$ cat src/prewitt_edge_nms_threshold_defines.svh
// Assertion macros for the top-level file, which checks its own logic.
`ifndef PREWITT_EDGE_NMS_THRESHOLD_DEFINES_SVH
`define PREWITT_EDGE_NMS_THRESHOLD_DEFINES_SVH
`ifndef ASSERT_OFF
`define PENT_ASSERT_IMP(lbl, ante, cons, msg) \
    lbl: assert property (@(posedge clk) disable iff (!rst_n) (ante) |-> (cons)) \
        else $error(msg);
`define PENT_ASSERT_NXT(lbl, ante, cons, msg) \
    lbl: assert property (@(posedge clk) disable iff (!rst_n) (ante) |=> (cons)) \
        else $error(msg);
`else
`define PENT_ASSERT_IMP(lbl, ante, cons, msg)
`define PENT_ASSERT_NXT(lbl, ante, cons, msg)
`endif
`endif

$ cat src/pent_pkg.sv
`timescale 1ns / 1ps
package pent_pkg;

    localparam int MAX_WIDTH_DEF        = 1024;
    localparam int MAX_HEIGHT_DEF       = 1024;
    localparam int THRESHOLD_FACTOR_DEF = 4;
    localparam int MASK_RADIUS_DEF      = 2;

    localparam int DIM_W     = 11;
    localparam int PIX_W     = 8;
    localparam int EDGE_W    = 8;
    localparam int EN_W      = 20;
    localparam int G_W       = 11;
    localparam int CFG_IDX_W = 2;
    localparam int MIN_DIM   = 3;

    localparam logic [DIM_W-1:0] RESET_WIDTH  = 11'd640;
    localparam logic [DIM_W-1:0] RESET_HEIGHT = 11'd480;

    localparam logic [EDGE_W-1:0] EDGE_ON  = 8'd255;
    localparam logic [EDGE_W-1:0] EDGE_OFF = 8'd0;

    localparam int QUEUE_DEPTH = 2;
    localparam int QP_W        = $clog2(QUEUE_DEPTH);
    localparam int QC_W        = $clog2(QUEUE_DEPTH + 1);

    localparam int GRAD_TAPS = 6;
    localparam int GRAD_HALF = 3;
    localparam int GK_W      = 3;
    localparam int NB_TAPS   = 5;
    localparam int RK_W      = 3;
    localparam int DRAIN_W   = 2;
    localparam logic [DRAIN_W-1:0] DRAIN_LAST = 2'd2;

    typedef enum logic [CFG_IDX_W-1:0] {
        REG_WIDTH  = 2'd0,
        REG_HEIGHT = 2'd1,
        REG_VMODE  = 2'd2
    } cfg_reg_t;

    typedef enum logic {
        CMD_LOAD = 1'b0,
        CMD_READ = 1'b1
    } cmd_kind_t;

    typedef enum logic [RK_W-1:0] {
        NB_C = 3'd0,
        NB_L = 3'd1,
        NB_R = 3'd2,
        NB_U = 3'd3,
        NB_D = 3'd4
    } nb_sel_t;

    typedef enum logic [3:0] {
        ST_IDLE,
        ST_C_ISSUE,
        ST_C_DRAIN,
        ST_C_SQ,
        ST_C_WR,
        ST_R_ISSUE,
        ST_R_WAIT,
        ST_R_MUL,
        ST_R_DONE
    } back_state_t;

    typedef struct packed {
        cmd_kind_t        kind;
        logic [PIX_W-1:0] pixel;
    } cmd_t;

    typedef struct packed {
        logic [DIM_W-1:0] width;
        logic [DIM_W-1:0] height;
        logic             vmode;
    } cfg_t;

    typedef struct packed {
        logic full;
        logic empty;
    } q_status_t;

endpackage

$ cat src/pent_fifo.sv
`timescale 1ns / 1ps
module pent_fifo import pent_pkg::*; (
    input  logic      clk,
    input  logic      rst_n,
    input  logic      push,
    input  cmd_t      push_cmd,
    input  logic      pop,
    output cmd_t      head_cmd,
    output q_status_t stat
);

    cmd_t            slot_reg [QUEUE_DEPTH];
    logic [QP_W-1:0] wr_ptr_reg, wr_ptr_next;
    logic [QP_W-1:0] rd_ptr_reg, rd_ptr_next;
    logic [QC_W-1:0] count_reg, count_next;
    logic            do_push;
    logic            do_pop;

    assign stat.full  = (count_reg == QC_W'(QUEUE_DEPTH));
    assign stat.empty = (count_reg == '0);
    assign do_push    = push && !stat.full;
    assign do_pop     = pop && !stat.empty;
    assign head_cmd   = slot_reg[rd_ptr_reg];

    always_comb
    begin
        wr_ptr_next = wr_ptr_reg;
        rd_ptr_next = rd_ptr_reg;
        count_next  = count_reg;
        if (do_push)
        begin
            wr_ptr_next = (wr_ptr_reg == QP_W'(QUEUE_DEPTH - 1)) ? '0 : wr_ptr_reg + QP_W'(1);
        end
        if (do_pop)
        begin
            rd_ptr_next = (rd_ptr_reg == QP_W'(QUEUE_DEPTH - 1)) ? '0 : rd_ptr_reg + QP_W'(1);
        end
        if (do_push && !do_pop)
        begin
            count_next = count_reg + QC_W'(1);
        end
        else if (do_pop && !do_push)
        begin
            count_next = count_reg - QC_W'(1);
        end
    end

    always_ff @(posedge clk or negedge rst_n)
    begin
        if (!rst_n)
        begin
            wr_ptr_reg <= '0;
            rd_ptr_reg <= '0;
            count_reg  <= '0;
        end
        else
        begin
            wr_ptr_reg <= wr_ptr_next;
            rd_ptr_reg <= rd_ptr_next;
            count_reg  <= count_next;
        end
    end

    always_ff @(posedge clk)
    begin
        if (do_push)
        begin
            slot_reg[wr_ptr_reg] <= push_cmd;
        end
    end

endmodule

$ cat config.mk
export PLATFORM = sky130hd
export DESIGN_NAME = pent_fifo
export DESIGN_NICKNAME = d
export VERILOG_FILES = /design/src/prewitt_edge_nms_threshold_defines.svh /design/src/pent_pkg.sv /design/src/pent_fifo.sv
export SDC_FILE = /design/constraint.sdc
export NUM_CORES = 1
export LEC_CHECK = 0
export BUFFER_PORTS_ARGS = -buffer_cell sky130_fd_sc_hd__buf_2
export CAP_MARGIN = 20
export CORE_AREA = 5 5 50 52
export DETAILED_ROUTE_END_ITERATION = 8
export DIE_AREA = 0 0 55 57
export PLACE_DENSITY = 0.68
export SLEW_MARGIN = 15
export SYNTH_ARGS = -nofsm -noshare
export SYNTH_HDL_FRONTEND = slang
export SYNTH_SLANG_ARGS = --single-unit
export TNS_END_PERCENT = 50
$ cat constraint.sdc
create_clock -name clk -period 3.7 [get_ports clk]
set_input_delay 1.11 -clock clk [delete_from_list [all_inputs] [get_ports clk]]
set_output_delay 1.11 -clock clk [all_outputs]
set_load 0.02 [all_outputs]
* Yosys cells after proc, flatten, opt, wreduce, memory -nomap -nowiden
Memory sizes are Yosys's and may differ from the RTL's.
Cells that the tools add are included.
** Storage, ports and cells
- Flip-flop bits (word level) :: 4
- Memory bits (writable) :: 18
- Output and inout bits :: 11
- Logic and storage cells :: 25
- Memories :: 1
** Cells by class
- Add/subtract/negate cells :: 4
- Equality and inequality tests :: 1
- Muxes and demuxes :: 6
- Reductions and logical operators :: 10
** Memory list
- slot_reg :: depth 2, bits a word 9, rd ports 1, clocked after Yosys merged registers in 0, write ports 1, line pent_fifo.sv:12 : cmd_t slot_reg [QUEUE_DEPTH];
** Operators with widths (number)
- $logic_and 1x1->1 :: 4
- $logic_not 1->1 :: 4
- $mux 1 :: 4
- $mux 2 :: 2
- $add 1x1->1 const B :: 2
- $add 2x1->2 const B :: 1
- $eq 2x2->1 const B :: 1
- $logic_not 2->1 :: 1
- $reduce_bool 2->1 :: 1
- $sub 2x1->2 const B :: 1

* Logic depth before layout (Yosys ltp)
- Word-level depth :: 7
- Mapped depth :: 7
- Gate-level depth less buffers :: 7

* Worst setup path after synthesis
No wires, ideal clock.
- Path kind :: register to output
- Start :: register rd_ptr_reg
- End :: output head_cmd[1] (netlist bit)
- Data arrival time :: 0.924 ns
- Required time :: 2.590 ns
- Setup slack :: 1.666 ns
- Stages on the path, launching flop included :: 3
- Buffers on the path :: 1
- Cells stage by stage :: dfrtp_1 > buf_2 > mux2_1
** RTL lines
- start, declared :: line pent_fifo.sv:14 : logic [QP_W-1:0] rd_ptr_reg, rd_ptr_next;
- start signal, assigned :: line pent_fifo.sv:59 : rd_ptr_reg <= rd_ptr_next;
- end, declared :: line pent_fifo.sv:8 : output cmd_t head_cmd,

==> summary.txt <==
Drt
  • Vias after detailed routing: 454
  • Initial DRT Pass Iterations: 2
  • DRT antenna net count: 0
  • Detailed Route Iter0 Violations: 9
  • Vias per inst: 4.50
  • Routed len/inst: 12.8 um
  • WL final: 1.30 mm
  • Remaining DRCs: 0

Placement
  • DP Cell Count: 97
  • Detail Placement HPWL: 951 um
  • Port Buffers: 23
  • Global placer's final weighted congestion: 0.659

Final layout
  • Max FFs per register: 18
  • N_diodes: 0
  • Layout cells sized above 1: 41.1%
  • Fin cells: 101
  • P&R area growth vs syn: 20.3%
  • Commonest non-fill, non-tap cell in the layout: buf_2
  • FF+latch area: 641 um^2
  • Fin nets: 88
  • Commonest cells after routing, fill and taps aside: buf_2, edfxtp_1, mux2_1
  • Filler Cell Count: 196
  • Area of the multi-input gates: 193 um^2

Power and ir drop
  • Peak VDD IR: 0.386 mV
  • Cell area power density: 768 nW/um^2
  • Leakage: 0.000414 uW

Global routing
  • First-pass GRT wire length: 2.04 mm
  • GRT Overall Usage: 9.30%
  • Largest net degree at the start of global routing: 13
  • GRT overflow: 0
  • Initial antenna violation count: 0
  • Vias in the first global route: 482

Critical path
  • Worst Path Class, Setup: reg2out
  • CP endpoint kind: primary output
  • Register-to-register setup slack: 2050 ps
  • Worst Path Required: 2590 ps
  • Crit-path cells: mux2_2, buf_2
  • Crit path DAT: 1440 ps
  • Slowest Stage Delay on Critical Path: 620 ps
  • CP bufs+invs: 1
  • CP top delay family: flip-flops
  • Worst setup SP type: flip-flop
  • CP max FO: 10
  • CP max-delay cell: dfrtp_1

Die
  • Chip height: 57 um
  • Core Box Area: 2060 um^2
  • Row count: 17
  • Initial Util: 41.0%
  • Die Wd: 55 um
  • Die Area: 3140 um^2
  • I/O pin cnt: 24

STA
  • Unrepaired setup endpoints after global routing: no
  • Worst Skew: 9.12 ps
  • Fmax: 392 MHz
  • Setup TNS Final: 0 ps
  • Period utilization: 69.0%
  • Hold slack: 517 ps
  • Final Hold Vio Count: 0
  • Max Slew Vio Count: 0
  • Slew @ Worst Pin: 746 ps
  • Slew margin rel.: 50.1%
  • Number of setup violations in the final report: 0
  • Final worst path period need: 2550 ps

Clock network
  • Clock tree root buffer cell: clkbuf_4
  • CTS buffer count: 3
  • # hold bufs at CTS: 0
  • CTS max path bufs: 2
  • PostCTS Resize Cnt: 0
  • Worst-skew pair later-pin latency: 300 ps
  • Clk slew on worst S/H paths: 120 ps
  • CTS H-Tree Depth: 1
  • CTS tree: yes
  • CTS Sinks: 22
  • Postcts setup bufs: 0

Hold path
  • Min-delay worst type: reg2reg

Logic synthesis
  • Seq/Total Area, Yosys: 75.7%
  • Avg Inst Size Synth: 18.0 um^2
  • Flops & latches, synth: 22
  • Synthesis Warnings: 0
  • Post-synthesis cell area: 846 um^2
  • Synth cell types: 14
  • Synthesized instance count: 47
  • Mapped Nets: 61

Status
  • Status: completed

Flow run
  • Maxcap violations: 0
-- area by class of cell --
class	count	area share [%]
timing repair buffer	23	11.3
clock buffer	3	2.21
inverter	2	0.738
tap	28	3.44
sequential	22	63.0
clock inverter	1	0.369
multi-input combinational	22	18.9
-- power by group --
| group | switching, uW | total (uW) | internal (uW) | leakage (uW) |
|---|---|---|---|---|
| logic | 161 | 281 | 120 | 0.000185 |
| registers | 49.5 | 395 | 345 | 0.000214 |
| clock network | 65.7 | 105 | 39.2 | 0.0000154 |
| total | 277 | 781 | 504 | 0.000414 |
-- logic make-up (layout without fill, tap and decap cells) --
logic type	after synthesis	count (layout)	synth area share, %
mux	9	9	12.0
compound gates	1	1	0.591
simple gates	6	6	3.55
fa+ha+maj	1	1	1.48
buf+inv	3	29	1.48
flops	22	22	75.7
xor+xnor	5	5	5.18
-- metal layers --
layer	GRT usage [%]	vias to the layer above	wire, um
met5	0	-	0
met2	14.2	15	623
met3	2.35	2	79
met4	5.21	0	11
met1	11.8	215	580
li1	-	222	-
-- cell usage after synthesis --
master    instances  area (um^2)
mux2_1            6         67.6
nand2_2           1         6.26
edfxtp_1         18          541
buf_2             1         5.00
nor2_1            3         11.3
inv_1             2         7.51
nand2b_1          1         6.26
xnor2_1           3         26.3
ha_1              1         12.5
mux2_2            3         33.8
and3_1            1         6.26
o21ai_1           1         5.00
dfrtp_1           4          100
xor2_1            2         17.5
-- final timing paths --
path | from | end | cells past startpoint
max | rd_ptr_reg$_DFFE_PN0P_ | head_cmd[0] | 2
min | wr_ptr_reg$_DFFE_PN0P_ | wr_ptr_reg$_DFFE_PN0P_ | 1
max reg2reg | count_reg[0]$_DFFE_PN0P_ | slot_reg[0][5]$_DFFE_PP_ | 3
min reg2reg | wr_ptr_reg$_DFFE_PN0P_ | wr_ptr_reg$_DFFE_PN0P_ | 1
max in group asynchronous | rst_n | rd_ptr_reg$_DFFE_PN0P_ | 1
min in group asynchronous | rst_n | wr_ptr_reg$_DFFE_PN0P_ | 1
-- metrics by stage --
stage                     utilization (%)  setup slack (ps)  power, uW  instance area, um^2
after floorplan                         -              1670        600                  846
after global placement               48.0              1450        682                  991
after detailed placement             48.0              1420        690                  991
after CTS                            49.3              1110        794                 1020
after global routing                 49.3              1040        837                 1020
final                                49.3              1150        781                 1020
(Power assumes the default switching activity.)
