[config.mk]
export PLATFORM = sky130hd
export DESIGN_NAME = pent_front_flat
export DESIGN_NICKNAME = d
export VERILOG_FILES = /design/src/prewitt_edge_nms_threshold_defines.svh /design/src/pent_pkg.sv /design/src/pent_if.sv /design/src/pent_front.sv /design/src/flat_wrapper.sv
export SDC_FILE = /design/constraint.sdc
export NUM_CORES = 1
export LEC_CHECK = 0
export BUFFER_PORTS_ARGS = -buffer_cell sky130_fd_sc_hd__buf_4
export CORE_UTILIZATION = 42
export DETAILED_ROUTE_END_ITERATION = 16
export PLACE_DENSITY = 0.79
export SYNTH_ARGS = -nofsm -noshare
export SYNTH_HDL_FRONTEND = slang
export SYNTH_SLANG_ARGS = --single-unit
[constraint.sdc]
create_clock -name clk -period 1.2 [get_ports clk]
set_clock_uncertainty 0.15 [all_clocks]
set_input_delay 0.24 -clock clk [delete_from_list [all_inputs] [get_ports clk]]
set_output_delay 0.24 -clock clk [all_outputs]
set_load 0.03 [all_outputs]
[src/prewitt_edge_nms_threshold_defines.svh]
// Assertion macros for the top-level file, which checks its own logic.
`ifndef PREWITT_EDGE_NMS_THRESHOLD_DEFINES_SVH
`define PREWITT_EDGE_NMS_THRESHOLD_DEFINES_SVH
`ifndef ASSERT_OFF
`define PENT_ASSERT_IMP(lbl, ante, cons, msg) \
    lbl: assert property (@(posedge clk) disable iff (!rst_n) (ante) |-> (cons)) \
        else $error(msg);
`define PENT_ASSERT_NXT(lbl, ante, cons, msg) \
    lbl: assert property (@(posedge clk) disable iff (!rst_n) (ante) |=> (cons)) \
        else $error(msg);
`else
`define PENT_ASSERT_IMP(lbl, ante, cons, msg)
`define PENT_ASSERT_NXT(lbl, ante, cons, msg)
`endif
`endif

[src/pent_pkg.sv]
`timescale 1ns / 1ps
package pent_pkg;

    localparam int MAX_WIDTH_DEF        = 1024;
    localparam int MAX_HEIGHT_DEF       = 1024;
    localparam int THRESHOLD_FACTOR_DEF = 4;
    localparam int MASK_RADIUS_DEF      = 2;

    localparam int DIM_W     = 11;
    localparam int PIX_W     = 8;
    localparam int EDGE_W    = 8;
    localparam int EN_W      = 20;
    localparam int G_W       = 11;
    localparam int CFG_IDX_W = 2;
    localparam int MIN_DIM   = 3;

    localparam logic [DIM_W-1:0] RESET_WIDTH  = 11'd640;
    localparam logic [DIM_W-1:0] RESET_HEIGHT = 11'd480;

    localparam logic [EDGE_W-1:0] EDGE_ON  = 8'd255;
    localparam logic [EDGE_W-1:0] EDGE_OFF = 8'd0;

    localparam int QUEUE_DEPTH = 2;
    localparam int QP_W        = $clog2(QUEUE_DEPTH);
    localparam int QC_W        = $clog2(QUEUE_DEPTH + 1);

    localparam int GRAD_TAPS = 6;
    localparam int GRAD_HALF = 3;
    localparam int GK_W      = 3;
    localparam int NB_TAPS   = 5;
    localparam int RK_W      = 3;
    localparam int DRAIN_W   = 2;
    localparam logic [DRAIN_W-1:0] DRAIN_LAST = 2'd2;

    typedef enum logic [CFG_IDX_W-1:0] {
        REG_WIDTH  = 2'd0,
        REG_HEIGHT = 2'd1,
        REG_VMODE  = 2'd2
    } cfg_reg_t;

    typedef enum logic {
        CMD_LOAD = 1'b0,
        CMD_READ = 1'b1
    } cmd_kind_t;

    typedef enum logic [RK_W-1:0] {
        NB_C = 3'd0,
        NB_L = 3'd1,
        NB_R = 3'd2,
        NB_U = 3'd3,
        NB_D = 3'd4
    } nb_sel_t;

    typedef enum logic [3:0] {
        ST_IDLE,
        ST_C_ISSUE,
        ST_C_DRAIN,
        ST_C_SQ,
        ST_C_WR,
        ST_R_ISSUE,
        ST_R_WAIT,
        ST_R_MUL,
        ST_R_DONE
    } back_state_t;

    typedef struct packed {
        cmd_kind_t        kind;
        logic [PIX_W-1:0] pixel;
    } cmd_t;

    typedef struct packed {
        logic [DIM_W-1:0] width;
        logic [DIM_W-1:0] height;
        logic             vmode;
    } cfg_t;

    typedef struct packed {
        logic full;
        logic empty;
    } q_status_t;

endpackage

[src/pent_if.sv]
`timescale 1ns / 1ps
interface pent_item_if import pent_pkg::*; ();
    logic             valid;
    logic             ready;
    logic             kind;
    logic [PIX_W-1:0] pixel;
    modport source (output valid, kind, pixel, input ready);
    modport sink (input valid, kind, pixel, output ready);
endinterface


interface pent_cfg_if import pent_pkg::*; ();
    logic                 valid;
    logic                 ready;
    logic [CFG_IDX_W-1:0] index;
    logic [DIM_W-1:0]     data;
    modport source (output valid, index, data, input ready);
    modport sink (input valid, index, data, output ready);
endinterface

[src/pent_front.sv]
`timescale 1ns / 1ps
module pent_front import pent_pkg::*; (
    input  logic      clk,
    input  logic      rst_n,
    pent_item_if.sink items,
    pent_cfg_if.sink  cfg,
    input  q_status_t q_stat,
    output logic      q_push,
    output cmd_t      q_cmd,
    output cfg_t      cfg_regs
);

    logic [DIM_W-1:0] width_reg, width_next;
    logic [DIM_W-1:0] height_reg, height_next;
    logic             vmode_reg, vmode_next;

    assign items.ready = !q_stat.full;
    assign cfg.ready   = 1'b1;
    assign q_push      = items.valid && !q_stat.full;

    always_comb
    begin
        q_cmd.kind  = (items.kind == 1'b1) ? CMD_READ : CMD_LOAD;
        q_cmd.pixel = items.pixel;
    end

    always_comb
    begin
        width_next  = width_reg;
        height_next = height_reg;
        vmode_next  = vmode_reg;
        if (cfg.valid)
        begin
            case (cfg_reg_t'(cfg.index))
                REG_WIDTH:  width_next  = cfg.data;
                REG_HEIGHT: height_next = cfg.data;
                REG_VMODE:  vmode_next  = cfg.data[0];
                default:    ;
            endcase
        end
    end

    always_ff @(posedge clk or negedge rst_n)
    begin
        if (!rst_n)
        begin
            width_reg  <= RESET_WIDTH;
            height_reg <= RESET_HEIGHT;
            vmode_reg  <= 1'b0;
        end
        else
        begin
            width_reg  <= width_next;
            height_reg <= height_next;
            vmode_reg  <= vmode_next;
        end
    end

    always_comb
    begin
        cfg_regs.width  = width_reg;
        cfg_regs.height = height_reg;
        cfg_regs.vmode  = vmode_reg;
    end

endmodule

[src/flat_wrapper.sv]
// flat-port wrapper written by rule: the top's interface ports become plain ports
module pent_front_flat import pent_pkg::*;
  (clk, rst_n, q_stat, q_push, q_cmd, cfg_regs, items_valid, items_kind, items_pixel, items_ready, cfg_valid, cfg_index, cfg_data, cfg_ready);
  pent_item_if items_i ();
  pent_cfg_if cfg_i ();
  input  logic clk;
  input  logic rst_n;
  input  q_status_t q_stat;
  output logic q_push;
  output cmd_t q_cmd;
  output cfg_t cfg_regs;
  input wire logic [$bits(items_i.valid)-1:0] items_valid;
  input wire logic [$bits(items_i.kind)-1:0] items_kind;
  input wire logic [$bits(items_i.pixel)-1:0] items_pixel;
  output wire logic [$bits(items_i.ready)-1:0] items_ready;
  input wire logic [$bits(cfg_i.valid)-1:0] cfg_valid;
  input wire logic [$bits(cfg_i.index)-1:0] cfg_index;
  input wire logic [$bits(cfg_i.data)-1:0] cfg_data;
  output wire logic [$bits(cfg_i.ready)-1:0] cfg_ready;
  assign items_i.valid = items_valid;
  assign items_i.kind = items_kind;
  assign items_i.pixel = items_pixel;
  assign items_ready = items_i.ready;
  assign cfg_i.valid = cfg_valid;
  assign cfg_i.index = cfg_index;
  assign cfg_i.data = cfg_data;
  assign cfg_ready = cfg_i.ready;
  pent_front u_core (.clk(clk), .rst_n(rst_n), .items(items_i), .cfg(cfg_i), .q_stat(q_stat), .q_push(q_push), .q_cmd(q_cmd), .cfg_regs(cfg_regs));
endmodule
### Yosys cells after proc, flatten, opt, wreduce, memory -nomap -nowiden

Cells that the tools add are included.

| operators by class | value |
|---|---|
| add/sub/neg operators | 0 |
| multiply operators | 0 |
| divide/modulo/power cells | 0 |
| magnitude comparators | 0 |
| equal/unequal tests | 2 |
| shifts and indexed selects | 0 |
| mux-type cells | 1 |
| bitwise logic cells | 0 |
| reduce and logical (&&, ||, !) cells | 6 |

Operators by type and width:

| kind | number |
|---|---|
| $reduce_and 2->1 | 3 |
| $eq 2x1->1 const B | 1 |
| $eq 2x2->1 const B | 1 |
| $logic_not 2->1 | 1 |
| $logic_and 1x1->1 | 1 |
| $logic_not 1->1 | 1 |
| $mux 1 | 1 |

| word-level totals | value |
|---|---|
| register bits after elaboration | 23 |
| bits in latches | 0 |
| memory bits (writable) | 0 |
| bits in read-only memories | 0 |
| input bits | 28 |
| output and inout bits | 35 |
| logic and storage cells | 12 |
| memories | 0 |

### Logic depth before layout (Yosys ltp)

Gate-level depths: netlist of the first run.

| logic depth | value |
|---|---|
| depth after elaboration | 2 |
| mapped depth | 3 |
| gate-level depth less buffers | 2 |

### Worst setup path before layout of the first run

OpenSTA, ideal clock, no wires.

| path | value |
|---|---|
| path type | input-to-reg |
| from | input port cfg_index[1] |
| to | register u_core.width_reg[0] |
| setup time | 0.125 ns |
| data arrival time | 0.946 ns |
| slack | -0.021 ns |
| stages on the path | 3 |
| path buffers | 1 |
| path through | nor3b_2 > buf_4 > mux2_2 |

| on the way | value |
|---|---|
| word-level cells in the longest chain between the ends | 2 |

RTL lines:

| what | line | source |
|---|---|---|
| start: declaration | flat_wrapper.sv:17 | `input wire logic [$bits(cfg_i.index)-1:0] cfg_index;` |
| $logic_not 2->1 | pent_front.sv:34 | `case (cfg_reg_t'(cfg.index))` |
| $reduce_and 2->1 (no source line) | - |  |
| end signal: assignment | pent_front.sv:53 | `width_reg <= width_next;` |
| end: declaration | pent_front.sv:13 | `logic [DIM_W-1:0] width_reg, width_next;` |

No other way between the ends.
A chain may end at the register's enable or synchronous reset.

### Worst setup path in the final report of the first run

| path | value |
|---|---|
| from | register u_core.width_reg[9] |
| to | output port cfg_regs[21] in the netlist's numbering |

RTL lines:

| what | line | source |
|---|---|---|
| end: declaration | flat_wrapper.sv:11 | `output cfg_t cfg_regs;` |

No word-level cell between the ends.

==> results of run 1 <==
[power by group through the flow]
stage / sequential, mW / combinational, mW / clock [mW]
after floorplan: 1.33 / 0.289 / 0
after global placement: 1.04 / 0.832 / 0
after detailed placement: 1.05 / 0.846 / 0
after CTS: 1.06 / 1.02 / 0.367
after global routing: 1.08 / 1.12 / 0.393
final: 1.06 / 1.07 / 0.358
[logic make-up (layout without fill, tap and decap cells)]
family                 after synthesis  count (layout)  share of synthesized area (%)
buffers and inverters               14              66                           10.3
AND/OR/NAND/NOR                      4               4                           3.30
other                                1               1                          0.367
flip-flops                          23              23                           57.0
multiplexers                        23              23                           29.0
[metal layers]
layer | vias up | GRT usage [%] | wire, µm
met2 | 28 | 34.2 | 1200
met1 | 345 | 18.9 | 776
met5 | - | 0 | 0
met4 | 0 | 4.05 | 0
li1 | 310 | - | -
met3 | 0 | 4.17 | 131
[cell usage in the layout, fill, tap and decap left out, drive strengths merged]
| cell type | n |
|---|---|
| inv | 1 |
| conb | 1 |
| buf | 60 |
| clkbuf | 4 |
| nor3b | 1 |
| dfrtp | 17 |
| nand3b | 2 |
| mux2 | 23 |
| dfstp | 6 |
| nor2b | 1 |
| dlygate4sd3 | 1 |
[synthesized netlist by cell type (all sizes together)]
cell	number	area, µm²
nor2b	1	6.26
inv	1	3.75
dfstp	6	158
mux2	23	297
dfrtp	17	425
nand3b	2	15.0
nor3b	1	12.5
conb	1	3.75
buf	13	101
[repair_timing]
| action | 4_1_cts | 5_1_grt |
|---|---|---|
| endpoints found under the setup margin | 23 | 23 |
| endpoints found under the hold margin | 23 | 0 |
| buffers inserted | 8 | 6 |
| pin swaps | 0 | 0 |
| resized for setup | 23 | 0 |
| hold buffers | 1 | 0 |
[area by class of cell]
type                    instances  area share [%]
well taps                      28            2.28
inverters                       1           0.244
multi-input cells              28            22.2
repair buffers                 61            35.6
clock buffers                   4            1.71
flip-flops and latches         23            38.0
[final timing paths]
path	slack, ns	cells after the start	endpoint
worst max-delay path	-0.19	1	cfg_regs[21]
worst min-delay path	0.01	2	u_core.height_reg[10]
worst max register to register	0.02	3	u_core.height_reg[0]
worst min register to register	0.40	1	u_core.height_reg[10]
max in group asynchronous	0.42	2	u_core.height_reg[5]
min in group asynchronous	0.20	2	u_core.width_reg[0]
[per-stage QoR]
| step | TNS, ns | total power [mW] | utilization (%) | hold slack (ns) |
|---|---|---|---|---|
| final | -1.97 | 2.48 | 68.1 | 0.0131 |
| after global routing | -2.75 | 2.59 | 68.1 | 0.00505 |
| after CTS | -2.18 | 2.44 | 66.1 | 0.00458 |
| after detailed placement | -2.68 | 1.89 | 58.0 | -0.00102 |
| after global placement | -2.24 | 1.87 | 58.0 | -0.00956 |
| after floorplan | 0 | 1.61 | - | -0.206 |
==> flow_summary.toml, run 1 <==
[outcome]
status = "finished with violations"
violations = "negative setup slack"

[power_and_ir_drop]
p_leak_nw = 0.764
power_frac_comb_pct = 42.9
power_density_nw_per_um2 = 1620
swShare_pct = 33.1
vdd_drop_max_v = 0.00128
p_seq_share_pct = 42.7
p_int_mw = 1.66
switching_power_mw = 0.822
power_frac_clock_pct = 14.4

[critical_path]
cp_slowest_cell = "dfstp_2"
crit_path_start_kind = "flop"
worst-setup-path-type = "reg2out"
cp.buffers_inverters = 1
startpoint = "u_core.width_reg[9]"
critPathTopFamily = "flip-flops"
cp_max_fo = 2
timing.rr.start = "u_core.height_reg[0]"
arrival_ns = 1.00
cp-end-kind = "output pin"
cp_cell_sequence = "buf_6"
required_ns = 0.81
max_stage_delay_ns = 0.56

[cts]
cts_buffers = 3
h-tree-depth = 1
cts_tree = "built"
clk_path_buf_depth = 2
clk_pin_slew_ns = 0.13
root_buffer = "clkbuf_4"
worstSkewPairLatency_ns = 0.30
clock_sinks = 23

[grt]
grt_use_total_pct = 17.6
grt_pass1_wl_um = 3420
grt_max_degree = 24
antenna_found_initial = 0
grt_pass1_vias = 750
grt-ovfl-total = 0

[drt]
wirelength_um = 2110
first_iter_violations = 6
viasPerCell = 4.71
drtPass1Iterations = 3
ant_nets = 0
remaining_drc_errors = 0
route.detailed.wl_per_inst_um = 14.6
vias = 683

[placed_design]
place_area_um2 = 1310
dp_hpwl_um = 1450
placedCellCount = 126
place_congestion = 0.672
io_buffers = 42
pre_cts_ws_ns = -0.171

[final_layout]
layout.cells.non_filler = 145
multi_input_area_um2 = 340
n_antenna_cell = 0
area_delta_synth_final_pct = 50.2
design_area_um2 = 1540
fin_nets = 146
regArea_um2 = 583
layout-drive-gt1-share_pct = 79.5
nFillCells = 175

[synth]
yosysSeqAreaShare_pct = 57.0
netlist_area_um2 = 1020
synth.distinct_cells = 11
synth-seq-cells = 23
ys_warn_count = 0
synthCells = 65
postSynthAreaPerCell_um2 = 15.7
synth_fp_nets = 93

[sta]
period_share_pct = 115
max_freq_mhz = 722
slew_viol_final = 0
rsz0062_at_grt = "true"
hold_viol = 0
setup_viol = 23
worst_slack_ns = -0.185
period_needed_ns = 1.39

[die]
io_pins = 63
core_area_um2 = 2250
start_util_pct = 45.3
die_w_um = 51.3
rows = 17
die_h_um = 51.3
die_area_um2 = 2640

[worst_hold_path]
worst_hold_path_type = "in2reg"
min-delay-start = "cfg_data[10]"

[job]
max_cap_violations = 0
No activity file was read; power rests on OpenSTA's default activity.
==> inputs of run 2 (changes only) <==
- CORE_ASPECT_RATIO: unset -> 1.25
==> run 2 against run 1 <==
  * The flow still finishes with violations (negative setup slack)
  * Clock power decreased by 2%
  * Wire length is 6.3% lower
  * Cell count decreased by 1.4%
  * Fmax is 0.41% lower
  * Sequential cell count is the same
  * Combinational power down 5%
  * Cell area shrank 0.98%
  * Non-clock buffer count is 5 lower
  * Total power fell by 2.4%
  * Die area is essentially flat
  * Register-to-register slack better by 0.03 ns
  * Largest cell class unchanged
==> flow_summary.toml, run 2 (synthesis gave the netlist of run 1 again) <==
[sta]
slew_viol_final = 0
setup_viol = 23
rsz0062_at_grt = "true"
hold_viol = 0
max_freq_mhz = 719
period_needed_ns = 1.39
period_share_pct = 116
worst_slack_ns = -0.191

[final_layout]
finish.utilization_pct = 67.3
mostFrequentLayoutCell = "buf_4"
nFillCells = 163
fin_nets = 141
layout-drive-gt1-share_pct = 77.7
area_delta_synth_final_pct = 48.7
n_antenna_cell = 0
layout.cells.non_filler = 143
final_cell_mix = "29 x buf_4, 23 x buf_6, 17 x dfrtp_1"

[placed_design]
io_buffers = 42
place_congestion = 0.691
dp_hpwl_um = 1450
placedCellCount = 128

[critical_path]
cp_max_fo = 2
required_ns = 0.81
cp.buffers_inverters = 1
max_stage_delay_ns = 0.56
arrival_ns = 1.00
crit_path_start_kind = "flop"
cp_slowest_cell = "dfstp_2"
cp-end-kind = "output pin"
critPathTopFamily = "flip-flops"
cp_cell_sequence = "buf_6"
worst-setup-path-type = "reg2out"

[die]
die_w_um = 46.1
die_area_um2 = 2640
io_pins = 63
core_area_um2 = 2260
die_h_um = 57.2
start_util_pct = 45.3
rows = 19

[power_and_ir_drop]
power_mw = 2.42
swShare_pct = 33.2
power_frac_clock_pct = 14.5
p_leak_nw = 0.748
switching_power_mw = 0.805
p_int_mw = 1.62
power_density_nw_per_um2 = 1590
power_frac_comb_pct = 42.0
p_seq_share_pct = 43.5
vdd_drop_max_v = 0.00110

[grt]
grt_use_total_pct = 16.6
grt_pass1_wl_um = 3200
antenna_found_initial = 0
grt_max_degree = 24
grt-ovfl-total = 0
grt_pass1_vias = 665

[drt]
drtPass1Iterations = 2
wirelength_um = 1980
ant_nets = 0
route.detailed.wl_per_inst_um = 13.8
viasPerCell = 4.55
vias = 651
first_iter_violations = 6
remaining_drc_errors = 0

[cts]
clk_pin_slew_ns = 0.13
h-tree-depth = 1
clk_path_buf_depth = 2
cts_tree = "built"
worstSkewPairLatency_ns = 0.30
cts_buffers = 3
clock_sinks = 23
root_buffer = "clkbuf_4"

[outcome]
status = "finished with violations"
violations = "negative setup slack"

[worst_hold_path]
worst_hold_path_type = "in2reg"

[job]
max_cap_violations = 0
## run 2: cell types whose count changed in the layout (fill, tap and decap cells not counted), sizes merged
cell	before	now
buf	60	53
clkbuf	4	3
clkinv	0	1
dlygate4sd3	1	3
## run 2: worst paths after layout
path / start / slack, ns / end / depth (start not counted)
max in group asynchronous: rst_n / 0.42 / u_core.width_reg[7] / 2
setup / recovery: u_core.height_reg[5] / -0.19 / cfg_regs[6] / 1
setup reg to reg: u_core.height_reg[10] / 0.05 / u_core.height_reg[10] / 3
min in group asynchronous: rst_n / 0.21 / u_core.width_reg[4] / 2
hold / removal: cfg_data[6] / 0.01 / u_core.width_reg[6] / 2
hold reg to reg: u_core.width_reg[6] / 0.39 / u_core.width_reg[6] / 1
## run 2: metrics by stage
step	hold WS (ns)	TNS, ns	instance area (µm²)	worst slack [ns]
detailed placement	0.00316	-2.85	1320	-0.192
global placement	-0.00717	-2.37	1320	-0.153
finish	0.0116	-1.97	1520	-0.191
global route	0.000836	-2.95	1520	-0.228
CTS	0.00260	-2.23	1490	-0.201
floorplan	-0.206	0	1030	0.00677
## run 2: power by group through the flow
stage | combinational [mW] | clock (mW) | sequential (mW)
2_1_floorplan | 0.289 | 0 | 1.33
3_3_place_gp | 0.835 | 0 | 1.04
3_5_place_dp | 0.849 | 0 | 1.05
4_1_cts | 1.00 | 0.365 | 1.06
5_1_grt | 1.07 | 0.406 | 1.07
6_report | 1.02 | 0.352 | 1.05
## run 2: area by class of cell
| class | count | area [µm²] | share of cell area (%) |
|---|---|---|---|
| Tap cell | 31 | 38.8 | 2.55 |
| Multi-Input combinational cell | 28 | 340 | 22.4 |
| Timing Repair Buffer | 56 | 527 | 34.7 |
| Clock inverter | 1 | 5.00 | 0.329 |
| Clock buffer | 3 | 22.5 | 1.48 |
| Inverter | 1 | 3.75 | 0.247 |
| Sequential cell | 23 | 583 | 38.4 |
## run 2: metal layers
layer,routed length [µm],GRT usage [%],vias up
met5,0,0,-
met4,19,4.20,0
met3,143,4.43,2
met2,1020,27.6,31
met1,794,20.8,316
li1,-,-,302
## run 2: timing repair
action / 4_1_cts / 5_1_grt
endpoints found under the hold margin: 23 / 2
setup buffers: 6 / 2
cloned: 0 / 0
gates resized for setup: 23 / 0
setup endpoints to repair: 23 / 23
hold buffers: 1 / 2
==> inputs of run 3 (changes only) <==
- CORE_UTILIZATION: 42 -> 37
- PLACE_DENSITY: 0.79 -> 0.73
- clock period: 1.2 -> 1.1 ns (I/O delays scaled with it)
==> run 3 against run 2 <==
  * The run still ends with negative setup slack left
  * Register-to-register slack got worse by 0.13 ns
  * Global-route usage down 0.67 points
  * Hold slack gained 0.0028 ns
  * Worst setup slack worse by 0.072 ns
  * Cell count increased by 17%
  * Cell area is 13% higher
  * Die area grew 13%
  * Total power increased by 18%
  * Wire length up 21%
  * Highest routed layer unchanged
==> flow_summary.toml, run 3 (synthesis gave the netlist of run 1 again) <==
[die]
core_area_um2 = 2530
start_util_pct = 40.4
io_pins = 63
die_area_um2 = 2980
die_w_um = 49.0
die_h_um = 60.8
rows = 20

[drt]
drtPass1Iterations = 5
viasPerCell = 4.44
ant_nets = 0
remaining_drc_errors = 0
vias = 742
first_iter_violations = 6
route.detailed.wl_per_inst_um = 14.4
wirelength_um = 2400

[critical_path]
r2r_end = "u_core.width_reg[3]"
cp.buffers_inverters = 1
cp_slowest_cell = "dfstp_2"
crit_path_start_kind = "flop"
cp_max_fo = 2
cp.depth = 1
cp-end-kind = "output pin"
critPathTopFamily = "flip-flops"
required_ns = 0.73
r2r_slack_ns = -0.08
worst-setup-path-type = "reg2out"
arrival_ns = 0.99
reg2reg_depth = 3
cp_cell_sequence = "buf_6"
max_stage_delay_ns = 0.57
timing.rr.start = "u_core.width_reg[3]"

[power_and_ir_drop]
power_frac_clock_pct = 13.0
power_density_nw_per_um2 = 1670
power_mw = 2.86
switching_power_mw = 0.923
swShare_pct = 32.3
p_seq_share_pct = 40.4
p_leak_nw = 0.869
p_int_mw = 1.94
power_frac_comb_pct = 46.6
vdd_drop_max_v = 0.00101

[sta]
fin_setup_tns_ns = -3.98
rsz0062_at_grt = "true"
max_freq_mhz = 734
period_share_pct = 124
hold_viol = 0
slew_viol_final = 0
period_needed_ns = 1.36
setup_viol = 31
worst_slack_ns = -0.263

[job]
max_cap_violations = 0

[cts]
cts_tree = "built"
clock_sinks = 23
clk_pin_slew_ns = 0.12
root_buffer = "clkbuf_4"
worstSkewPairLatency_ns = 0.29
clk_path_buf_depth = 2
h-tree-depth = 1
cts_buffers = 3

[grt]
grt_use_total_pct = 15.9
grt_pass1_vias = 699
grt_max_degree = 24
antenna_found_initial = 0
grt_pass1_wl_um = 3410
grt-ovfl-total = 0

[outcome]
violations = "negative setup slack"
status = "finished with violations"

[placed_design]
place_congestion = 0.699
pre_cts_ws_ns = -0.266
io_buffers = 42
dp_hpwl_um = 1490

[worst_hold_path]
worstHoldPathCells = 2
min-delay-start = "cfg_data[0]"
min_to = "u_core.width_reg[0]"
worst_hold_path_type = "in2reg"

[final_layout]
area_delta_synth_final_pct = 67.9
layout-drive-gt1-share_pct = 76.9
mostFrequentLayoutCell = "buf_4"
n_antenna_cell = 0
fin_nets = 163
final_cell_mix = "47 x buf_4, 23 x buf_6, 18 x mux2_4"
==> run 3: cell count changes in the layout (fill, tap and decap cells not counted), sizes merged <==
cell,before,now
buf,53,70
clkinv,1,0
dlygate4sd3,3,8
clkbuf,3,4
==> run 3: cell type report <==
class	instances	area [µm²]
sequential	23	583
inverter	1	3.75
clock buffer	4	26.3
multi-input combinational	28	370
tap	33	41.3
timing repair buffer	78	692
fill	176	811
==> run 3: worst max path at each step <==
stage                     slack (ns)                  from                   end
after floorplan                -0.07          cfg_index[0]   u_core.width_reg[0]
after global placement         -0.23          cfg_index[0]   u_core.width_reg[8]
after detailed placement       -0.27          cfg_index[0]  u_core.width_reg[10]
after CTS                      -0.27   u_core.width_reg[7]          cfg_regs[19]
after global routing           -0.31  u_core.height_reg[6]           cfg_regs[7]
final                          -0.26  u_core.height_reg[6]           cfg_regs[7]
==> run 3: power groups by stage <==
| stage | sequential (mW) | combinational, mW | clock, mW |
|---|---|---|---|
| CTS | 1.15 | 1.21 | 0.385 |
| finish | 1.16 | 1.33 | 0.371 |
| global placement | 1.14 | 0.946 | 0 |
| global route | 1.17 | 1.39 | 0.423 |
| detailed placement | 1.15 | 0.960 | 0 |
| floorplan | 1.45 | 0.348 | 0 |
==> run 3: metal layers <==
layer,track usage [%],routed length (µm)
met5,0,0
met4,8.40,23
met3,2.26,123
met2,26.8,1270
met1,20.1,986
==> run 3: timing repair <==
| item | 4_1_cts | 5_1_grt |
|---|---|---|
| setup endpoints to repair | 23 | 23 |
| gates resized for setup | 23 | 0 |
| setup buffers | 13 | 10 |
| hold buffers | 2 | 6 |
| hold endpoints to repair | 24 | 11 |
==> run 3: through the flow <==
step / utilization (%) / instance area (µm²) / hold WS, ns / cells
5_1_grt: 67.9 / 1720 / 0.0000804 / 167
3_3_place_gp: 53.5 / 1350 / -0.0270 / 132
6_report: 67.9 / 1720 / 0.0144 / 167
3_5_place_dp: 53.5 / 1350 / -0.0217 / 132
4_1_cts: 62.6 / 1580 / 0.000944 / 151
2_1_floorplan: - / 1060 / -0.226 / 65
==> run 3: worst register-to-register path: stages (launching register included) <==
cell and delay [ns]:
dfrtp_1 0.42, buf_4 0.14, buf_4 0.12, mux2_4 0.25
